$ cat src/sv/b64d_pkg.sv
// Shared types, codes and character-class functions for the Base64 stream decoder.
package b64d_pkg;

  // Status codes carried on the last result of a message.
  localparam logic [1:0] ERR_NONE     = 2'd0;
  localparam logic [1:0] ERR_BAD_CHAR = 2'd1;
  localparam logic [1:0] ERR_LENGTH   = 2'd2;

  localparam logic [7:0] PAD_CHAR = 8'h3D;

  // Depth of the group record queue between front and back.
  localparam int QUEUE_DEPTH = 4;
  localparam int QPTR_W      = $clog2(QUEUE_DEPTH);
  localparam int QCNT_W      = $clog2(QUEUE_DEPTH + 1);

  // One record: up to three compacted bytes plus end-of-message status.
  typedef struct packed {
    logic [2:0][7:0] bytes;     // bytes[0] goes out first
    logic [1:0]      last_idx;  // index of the final result of this record
    logic            valid;     // results carry decoded bytes
    logic            last;      // record ends a message
    logic [1:0]      err;       // status, meaningful when last is set
  } rec_t;

  // Queue status seen by both front and back.
  typedef struct packed {
    logic full;
    logic empty;
  } q_status_t;

  // Whitespace: horizontal tab through carriage return, and space.
  function automatic logic is_space(input logic [7:0] c);
    return ((c >= 8'd9) && (c <= 8'd13)) || (c == 8'd32);
  endfunction

  // Returns {hit, sextet}; hit is low for a code outside the alphabet.
  function automatic logic [6:0] sextet_of(input logic [7:0] c);
    logic [7:0] d;
    d = 8'd0;
    if ((c >= 8'h41) && (c <= 8'h5A)) begin
      d = c - 8'd65;
      return {1'b1, d[5:0]};
    end else if ((c >= 8'h61) && (c <= 8'h7A)) begin
      d = c - 8'd71;
      return {1'b1, d[5:0]};
    end else if ((c >= 8'h30) && (c <= 8'h39)) begin
      d = c + 8'd4;
      return {1'b1, d[5:0]};
    end else if (c == 8'h2B) begin
      return {1'b1, 6'd62};
    end else if (c == 8'h2F) begin
      return {1'b1, 6'd63};
    end
    return 7'd0;
  endfunction

endpackage

$ cat src/sv/b64d_front.sv
// Front end: classifies characters, assembles groups and issues group records.
module b64d_front (
  input  logic                clk,
  input  logic                rst,
  input  logic                push,
  input  logic [7:0]          char_in,
  input  logic                end_of_message,
  input  b64d_pkg::q_status_t q_stat,
  output logic                full,
  output logic                rec_push,
  output b64d_pkg::rec_t      rec
);

  logic [17:0] group_bits, group_bits_next;
  logic [1:0]  group_position, group_position_next;
  logic        third_is_pad, third_is_pad_next;
  logic        content_started, content_started_next;
  logic        in_trailing_space, in_trailing_space_next;
  logic [1:0]  latched_error, latched_error_next;

  logic        accept;
  logic        space;
  logic        pad;
  logic [6:0]  sx;
  logic [5:0]  v;
  logic [23:0] triple;
  logic        complete;
  logic        emit;
  logic [1:0]  status;

  assign full   = q_stat.full;
  assign accept = push && !q_stat.full;

  // Character classification.
  assign space = b64d_pkg::is_space(char_in);
  assign pad   = (char_in == b64d_pkg::PAD_CHAR);
  assign sx    = b64d_pkg::sextet_of(char_in);
  assign v     = (pad || !sx[6]) ? 6'd0 : sx[5:0];

  assign complete = !space && (group_position == 2'd3);
  assign triple   = {group_bits, v};

  // Next state of the group assembler and the error latch.
  always_comb begin
    group_bits_next        = group_bits;
    group_position_next    = group_position;
    third_is_pad_next      = third_is_pad;
    content_started_next   = content_started;
    in_trailing_space_next = in_trailing_space;
    latched_error_next     = latched_error;
    if (space) begin
      if (content_started) begin
        in_trailing_space_next = 1'b1;
      end
    end else begin
      content_started_next = 1'b1;
      if ((in_trailing_space || (!pad && !sx[6])) && (latched_error == b64d_pkg::ERR_NONE)) begin
        latched_error_next = b64d_pkg::ERR_BAD_CHAR;
      end
      unique case (group_position)
        2'd0: begin
          group_bits_next     = {v, 12'd0};
          group_position_next = 2'd1;
        end
        2'd1: begin
          group_bits_next     = group_bits | {6'd0, v, 6'd0};
          group_position_next = 2'd2;
        end
        2'd2: begin
          group_bits_next     = group_bits | {12'd0, v};
          third_is_pad_next   = pad;
          group_position_next = 2'd3;
        end
        default: begin
          group_bits_next     = 18'd0;
          group_position_next = 2'd0;
          third_is_pad_next   = 1'b0;
        end
      endcase
    end
  end

  assign emit = complete && (latched_error_next == b64d_pkg::ERR_NONE);

  // End-of-message status: a latched error wins over a partial group.
  always_comb begin
    if (latched_error_next != b64d_pkg::ERR_NONE) begin
      status = latched_error_next;
    end else if (group_position_next != 2'd0) begin
      status = b64d_pkg::ERR_LENGTH;
    end else begin
      status = b64d_pkg::ERR_NONE;
    end
  end

  // Build the record with the emitted bytes packed to the front.
  always_comb begin
    rec.bytes    = '0;
    rec.last_idx = 2'd0;
    rec.valid    = emit;
    rec.last     = end_of_message;
    rec.err      = end_of_message ? status : b64d_pkg::ERR_NONE;
    if (emit) begin
      rec.bytes[0] = triple[23:16];
      if (!third_is_pad) begin
        rec.bytes[1] = triple[15:8];
        rec.bytes[2] = triple[7:0];
        rec.last_idx = pad ? 2'd1 : 2'd2;
      end else begin
        rec.bytes[1] = triple[7:0];
        rec.last_idx = pad ? 2'd0 : 2'd1;
      end
    end
  end

  assign rec_push = accept && (emit || end_of_message);

  // State registers; the end of a message returns everything to reset.
  always_ff @(posedge clk) begin
    if (rst || (accept && end_of_message)) begin
      group_bits        <= 18'd0;
      group_position    <= 2'd0;
      third_is_pad      <= 1'b0;
      content_started   <= 1'b0;
      in_trailing_space <= 1'b0;
      latched_error     <= b64d_pkg::ERR_NONE;
    end else if (accept) begin
      group_bits        <= group_bits_next;
      group_position    <= group_position_next;
      third_is_pad      <= third_is_pad_next;
      content_started   <= content_started_next;
      in_trailing_space <= in_trailing_space_next;
      latched_error     <= latched_error_next;
    end
  end

endmodule

$ cat src/sv/b64d_queue.sv
// Small queue of group records between the front end and the output sequencer.
module b64d_queue (
  input  logic                clk,
  input  logic                rst,
  input  logic                push,
  input  b64d_pkg::rec_t      push_rec,
  input  logic                pop,
  output b64d_pkg::rec_t      head_rec,
  output b64d_pkg::q_status_t q_stat
);

  b64d_pkg::rec_t mem [b64d_pkg::QUEUE_DEPTH];

  logic [b64d_pkg::QPTR_W-1:0] wptr;
  logic [b64d_pkg::QPTR_W-1:0] rptr;
  logic [b64d_pkg::QCNT_W-1:0] count;
  logic                        do_push;
  logic                        do_pop;

  assign q_stat.full  = (count == b64d_pkg::QCNT_W'(b64d_pkg::QUEUE_DEPTH));
  assign q_stat.empty = (count == '0);
  assign do_push      = push && !q_stat.full;
  assign do_pop       = pop && !q_stat.empty;
  assign head_rec     = mem[rptr];

  // Record storage.
  always_ff @(posedge clk) begin
    if (do_push) begin
      mem[wptr] <= push_rec;
    end
  end

  // Pointers and fill count.
  always_ff @(posedge clk) begin
    if (rst) begin
      wptr  <= '0;
      rptr  <= '0;
      count <= '0;
    end else begin
      if (do_push) begin
        wptr <= wptr + 1'b1;
      end
      if (do_pop) begin
        rptr <= rptr + 1'b1;
      end
      if (do_push && !do_pop) begin
        count <= count + 1'b1;
      end else if (do_pop && !do_push) begin
        count <= count - 1'b1;
      end
    end
  end

endmodule

$ cat src/sv/b64d_back.sv
// Output sequencer: steps through the bytes of the head record one per transfer.
module b64d_back (
  input  logic                clk,
  input  logic                rst,
  input  b64d_pkg::rec_t      head_rec,
  input  b64d_pkg::q_status_t q_stat,
  input  logic                pop,
  output logic                q_pop,
  output logic                empty,
  output logic [7:0]          data_byte,
  output logic                byte_valid,
  output logic [1:0]          error_code,
  output logic                last
);

  logic [1:0] idx;
  logic       at_end;
  logic       take;

  assign empty  = q_stat.empty;
  assign take   = pop && !q_stat.empty;
  assign at_end = (idx == head_rec.last_idx);
  assign q_pop  = take && at_end;

  // Result fields come from the selected byte of the head record.
  always_comb begin
    unique case (idx)
      2'd0:    data_byte = head_rec.bytes[0];
      2'd1:    data_byte = head_rec.bytes[1];
      default: data_byte = head_rec.bytes[2];
    endcase
  end

  assign byte_valid = head_rec.valid;
  assign last       = at_end && head_rec.last;
  assign error_code = last ? head_rec.err : b64d_pkg::ERR_NONE;

  // Byte index within the head record.
  always_ff @(posedge clk) begin
    if (rst) begin
      idx <= 2'd0;
    end else if (take) begin
      idx <= at_end ? 2'd0 : idx + 2'd1;
    end
  end

endmodule

$ cat src/sv/base64_stream_decoder.sv
// Top level of the streaming Base64 decoder with front end, record queue and output sequencer.
//
// The decoder takes one character per cycle while full is low and hands out one result per
// cycle while pop is high and empty is low. The front end classifies each character and
// completes a group every fourth non-whitespace character, writing one record of up to three
// bytes (or an end-of-message status) into a four-entry record queue; the output sequencer
// then spends one transfer per byte of that record. A steady stream of groups runs at one
// character per cycle with no stall. full rises only when the record queue holds four records,
// which happens when the consumer stalls or when many very short messages arrive, since each
// message end costs one record. Bytes stream out before the message ends, so the consumer must
// drop the whole message when the last result carries a nonzero error_code.
module base64_stream_decoder (
  input  logic       clk,
  input  logic       rst,
  input  logic       push,
  output logic       full,
  input  logic [7:0] char_in,
  input  logic       end_of_message,
  output logic       empty,
  input  logic       pop,
  output logic [7:0] data_byte,
  output logic       byte_valid,
  output logic [1:0] error_code,
  output logic       last
);

  b64d_pkg::rec_t      rec;
  b64d_pkg::rec_t      head_rec;
  b64d_pkg::q_status_t q_stat;
  logic                rec_push;
  logic                q_pop;

  b64d_front u_front (
    .clk            (clk),
    .rst            (rst),
    .push           (push),
    .char_in        (char_in),
    .end_of_message (end_of_message),
    .q_stat         (q_stat),
    .full           (full),
    .rec_push       (rec_push),
    .rec            (rec)
  );

  b64d_queue u_queue (
    .clk      (clk),
    .rst      (rst),
    .push     (rec_push),
    .push_rec (rec),
    .pop      (q_pop),
    .head_rec (head_rec),
    .q_stat   (q_stat)
  );

  b64d_back u_back (
    .clk        (clk),
    .rst        (rst),
    .head_rec   (head_rec),
    .q_stat     (q_stat),
    .pop        (pop),
    .q_pop      (q_pop),
    .empty      (empty),
    .data_byte  (data_byte),
    .byte_valid (byte_valid),
    .error_code (error_code),
    .last       (last)
  );

  // The queue can never report full and empty together.
  a_full_empty: assert property (@(posedge clk) disable iff (rst)
    !(q_stat.full && q_stat.empty))
    else $error("record queue reports full and empty at once");

  // A result without a byte is only ever the status marker at a message end.
  a_status_only: assert property (@(posedge clk) disable iff (rst)
    (!empty && !byte_valid) |-> (last && (data_byte == 8'd0)))
    else $error("result without a byte is not a last status marker");

  // A nonzero status appears only on the last result of a message.
  a_err_on_last: assert property (@(posedge clk) disable iff (rst)
    (!empty && (error_code != b64d_pkg::ERR_NONE)) |-> last)
    else $error("error status shown on a result that is not last");

  // A record is written only for an accepted character.
  a_push_accept: assert property (@(posedge clk) disable iff (rst)
    rec_push |-> (push && !full))
    else $error("record written without a character transfer");

endmodule
$ cat config.mk
export PLATFORM = sky130hd
export DESIGN_NAME = base64_stream_decoder
export DESIGN_NICKNAME = d
export VERILOG_FILES = /design/src/sv/b64d_pkg.sv /design/src/sv/b64d_front.sv /design/src/sv/b64d_queue.sv /design/src/sv/b64d_back.sv /design/src/sv/base64_stream_decoder.sv
export SDC_FILE = /design/constraint.sdc
export NUM_CORES = 1
export LEC_CHECK = 0
export CORE_MARGIN = 1.5
export CORE_UTILIZATION = 24
export DETAILED_ROUTE_END_ITERATION = 10
export DONT_BUFFER_PORTS = 1
export GPL_TIMING_DRIVEN = 0
export PLACE_DENSITY_LB_ADDON = 0.05
export SYNTH_ARGS = -nofsm -noshare
export SYNTH_HDL_FRONTEND = slang
export SYNTH_SLANG_ARGS = --single-unit
$ cat constraint.sdc
create_clock -name clk -period 3.6 [get_ports clk]
set_clock_uncertainty 0.05 [all_clocks]
set_input_delay 0.54 -clock clk [delete_from_list [all_inputs] [get_ports clk]]
set_output_delay 0.54 -clock clk [all_outputs]
set_load 0.005 [all_outputs]
==> impl_metrics.env <==
export IMPL_cts_root_buf="clkbuf_16"
export IMPL_clkSlewWorstSetupHoldPaths_ns=0.07
export IMPL_row_count=62
export IMPL_nets=545
export IMPL_synth_edff_count=120
export IMPL_p_leak_nw=2.86
export IMPL_fin_setup_tns_ns=0
export IMPL_synth_top_family_by_area="multiplexers"
export IMPL_die_x_um=175
export IMPL_tightest_slew_ns=0.928
export IMPL_core_area_mm2=0.0289
export IMPL_numCtsBuffers=17
export IMPL_path_delay_family="compound AO/OA/AOI/OAI gates"
export IMPL_drt_total_wl_mm=18.1
export IMPL_worstReg2RegEnd="u_queue.count[2]"
export IMPL_hold_violations=0
export IMPL_hold_depth=0
export IMPL_p_sw_mw=1.20
export IMPL_io_pins=27
export IMPL_setup_slack_ns=0.222
export IMPL_synthMuxAreaShare=0.106
export IMPL_grt_setup_unrepaired="no"
export IMPL_hold_start="end_of_message"
export IMPL_cts_sinks=156
export IMPL_drive_above_1_share=0.190
export IMPL_slowest_delay_ns=0.41
export IMPL_synth_seq_area_share=0.609
export IMPL_p_comb_frac=0.152
export IMPL_synthAdderAreaFrac=0.0416
export IMPL_clkPwrFrac=0.387
export IMPL_endpoint_kind="flip-flop"
export IMPL_start_kind="input pin"
export IMPL_grt_pass1_wl_mm=27.4
export IMPL_grt_busiest_layer="met2"
export IMPL_cp_required_ns=3.90
export IMPL_fmax_mhz=296
export IMPL_crit_top_cell="inv_1"
export IMPL_clockBufferDepth=2
export IMPL_viasPerCell=4.55
export IMPL_vias=4124
export IMPL_avgRoutedWirePerCell_um=20.0
export IMPL_antenna_found_initial=0
export IMPL_syn_inst=486
export IMPL_rrSetupSlack_ns=0.83
export IMPL_io_buffers=0
export IMPL_gp_congestion=0.731
export IMPL_drtPass1Iterations=6
export IMPL_h_tree_depth=4
export IMPL_max_cap_violations=0
export IMPL_ir_drop_mv=0.277
export IMPL_synth_top_cell_area_share=0.508
export IMPL_layout_common_cells="120 x edfxtp_1, 36 x dfxtp_1, 30 x mux4_2, 28 x inv_1, 26 x nor2_1"
export IMPL_synth_compound_area_frac=0.104
export IMPL_drc_errors=0
export IMPL_cp_num_buf_inv=3
export IMPL_gr_usage_met3=0.0194
export IMPL_crit_arrival_ns=3.68
export IMPL_path_class="input pin to flip-flop"
export IMPL_hpwl_mm=12.6
export IMPL_synth_async_reset_ratio=0
export IMPL_finalSetupViolCount=0
export IMPL_synth_cell_type_count=71
export IMPL_netSwitchingFraction=0.271
export IMPL_fill_cells=2919
export IMPL_layout_commonest_cell="edfxtp_1"
export IMPL_grt_pass1_vias=4382
export IMPL_seqPwrFrac=0.461
export IMPL_area_growth_pct=16.0
export IMPL_grt_use_met2=0.207
export IMPL_hold_buffers=0
export IMPL_reg2regPathDepth=10
export IMPL_hold_end="u_queue.mem[3][2]"
export IMPL_maxSlewViolCount=0
export IMPL_start_util=0.245
export IMPL_dieArea_mm2=0.0306
export IMPL_hold_path_class="input pin to flip-flop"
export IMPL_cts_tree="yes"
export IMPL_yosysWarnings=0
export IMPL_cp_cell_sequence="inv_1 -> ha_2 -> a21o_1 -> a311oi_4 -> o21ai_2 -> a21oi_4 -> nand2b_4 -> inv_2 -> o21a_4 -> ha_1 -> inv_1 -> fa_1 -> xor2_1 -> or3_1 -> a21oi_1"
export IMPL_synth_xor_area_share=0.00987
export IMPL_p_int_mw=3.24
export IMPL_ys_dominant_reg_cell="edfxtp_1"
export IMPL_p_per_area_mw_per_mm2=539
export IMPL_critPathSlowestCell="a311oi_4"
export IMPL_n_antenna_cell=0
export IMPL_die_y_um=175
export IMPL_clk_insertion_delay_late_ns=0.42
export IMPL_grt_usage=0.123
export IMPL_met1_usage=0.160
export IMPL_period_share=0.938
export IMPL_ys_ff_latch=156
export IMPL_drt_first_iter_violations=283
export IMPL_ant_nets=0
export IMPL_slew_headroom=0.377
export IMPL_synth_area_leader_cell="edfxtp_1"
export IMPL_synthTopCellsByArea="edfxtp_1 51%, dfxtp_1 10%, mux4_2 9.5%, ha_1 3.9%, a22o_1 2.5%"
export IMPL_status="finished, final reports clean"
export IMPL_grt_max_degree=27
export IMPL_syn_nets=522
export IMPL_gr_total_overflow=0
export IMPL_crit_fanout=8
export IMPL_synthSimpleGateAreaFrac=0.103
export IMPL_syn_cell_area_mm2=0.00710
export IMPL_dp_slack_ns=-0.360
export IMPL_syn_area_per_cell_um2=14.6
export IMPL_period_needed_ns=3.38
flip-flops by register name (all words and copies together) (netlist names), named ones only:
signal and flops:
u_front.latched_error 2, u_front.third_is_pad 1, u_queue.wptr 2, u_front.in_trailing_space 1
u_front.content_started 1, u_back.idx 2, u_queue.rptr 2, u_front.group_bits 18
u_queue.mem 120, u_front.group_position 2, u_queue.count 3
layer usage:
metal | part of all wire | vias to the layer above
met1 | 0.47 | 2102
met5 | 0 | -
met4 | 0.013 | 0
met2 | 0.49 | 64
met3 | 0.024 | 17
li1 | - | 1941
worst reg2reg max path: stages (launching register included):
cell and delay, ns:
dfxtp_1 0.40, mux4_2 0.55, xnor2_1 0.14, nor2_1 0.35
nand2_1 0.19, ha_1 0.27, inv_1 0.07, fa_1 0.17
xor2_1 0.07, or3_1 0.31, a21oi_1 0.14
per-stage QoR:
stage          hold WS (ns)  cells  utilization  total power [mW]  instance area [µm²]
2_1_floorplan         0.376    486            -              2.56                 7100
3_3_place_gp          0.394    870        0.262              2.77                 7580
3_5_place_dp          0.396    874        0.265              2.78                 7660
4_1_cts               0.150    906        0.285              4.52                 8230
5_1_grt               0.149    906        0.285              4.63                 8240
6_report              0.172    906        0.285              4.44                 8240
area by class of cell:
class	count	area (µm²)	share of cell area
clock inverters	14	135	0.0164
flip-flops and latches	156	4320	0.525
well taps	384	480	0.0583
clock buffers	18	429	0.0521
multi-input cells	285	2590	0.314
inverters	29	109	0.0132
repair buffers	4	80.1	0.00972
plain buffers	16	87.6	0.0106
logic make-up after synthesis:
| logic type | Yosys count |
|---|---|
| buf+inv | 45 |
| mux | 37 |
| flops | 156 |
| simple gates | 124 |
| xor+xnor | 8 |
| compound gates | 93 |
| fa+ha+maj | 23 |
synthesized netlist by cell type (all sizes together), types with 3 or more instances:
library cell and number:
buf 9, mux4 30, and2 23, or2 3, a21boi 4, edfxtp 120, clkbuf 7, xor2 5
a31oi 4, dfxtp 36, nor3 11, xnor2 3, nand2 10, o21a 5, ha 22, and3 9
nor2 28, mux2i 6, inv 29, nor3b 4, nor2b 6, nand3 7, a21oi 15, nand2b 7
a22o 20, a22oi 9, nand4 5, o21ai 14
power by group through the flow:
stage / logic (mW) / registers, mW / clock network, mW
after floorplan: 0.483 / 2.07 / 0
after global placement: 0.687 / 2.09 / 0
after detailed placement: 0.699 / 2.09 / 0
after CTS: 0.702 / 2.05 / 1.77
after global routing: 0.753 / 2.06 / 1.82
final: 0.675 / 2.05 / 1.72
worst max path at each step:
| stage | start | end | slack [ns] | cells after the start |
|---|---|---|---|---|
| 6_report | char_in[2] | u_queue.count[2] | 0.22 | 15 |
| 2_1_floorplan | char_in[2] | u_queue.count[2] | 0.16 | 15 |
| 4_1_cts | char_in[2] | u_queue.count[2] | 0.08 | 15 |
| 3_3_place_gp | char_in[2] | u_queue.mem[0][26] | -1.13 | 10 |
| 3_5_place_dp | char_in[2] | u_queue.count[2] | -0.36 | 15 |
| 5_1_grt | char_in[2] | u_queue.count[2] | 0.02 | 15 |
timing repair:
action | in CTS | in global routing
gates cloned | 0 | 0
setup buffers | 0 | 0
pin swaps | 0 | 1
endpoints found under the setup margin | 8 | 1
gates resized for setup | 3 | 1
Power figures use the tool's default switching activity.
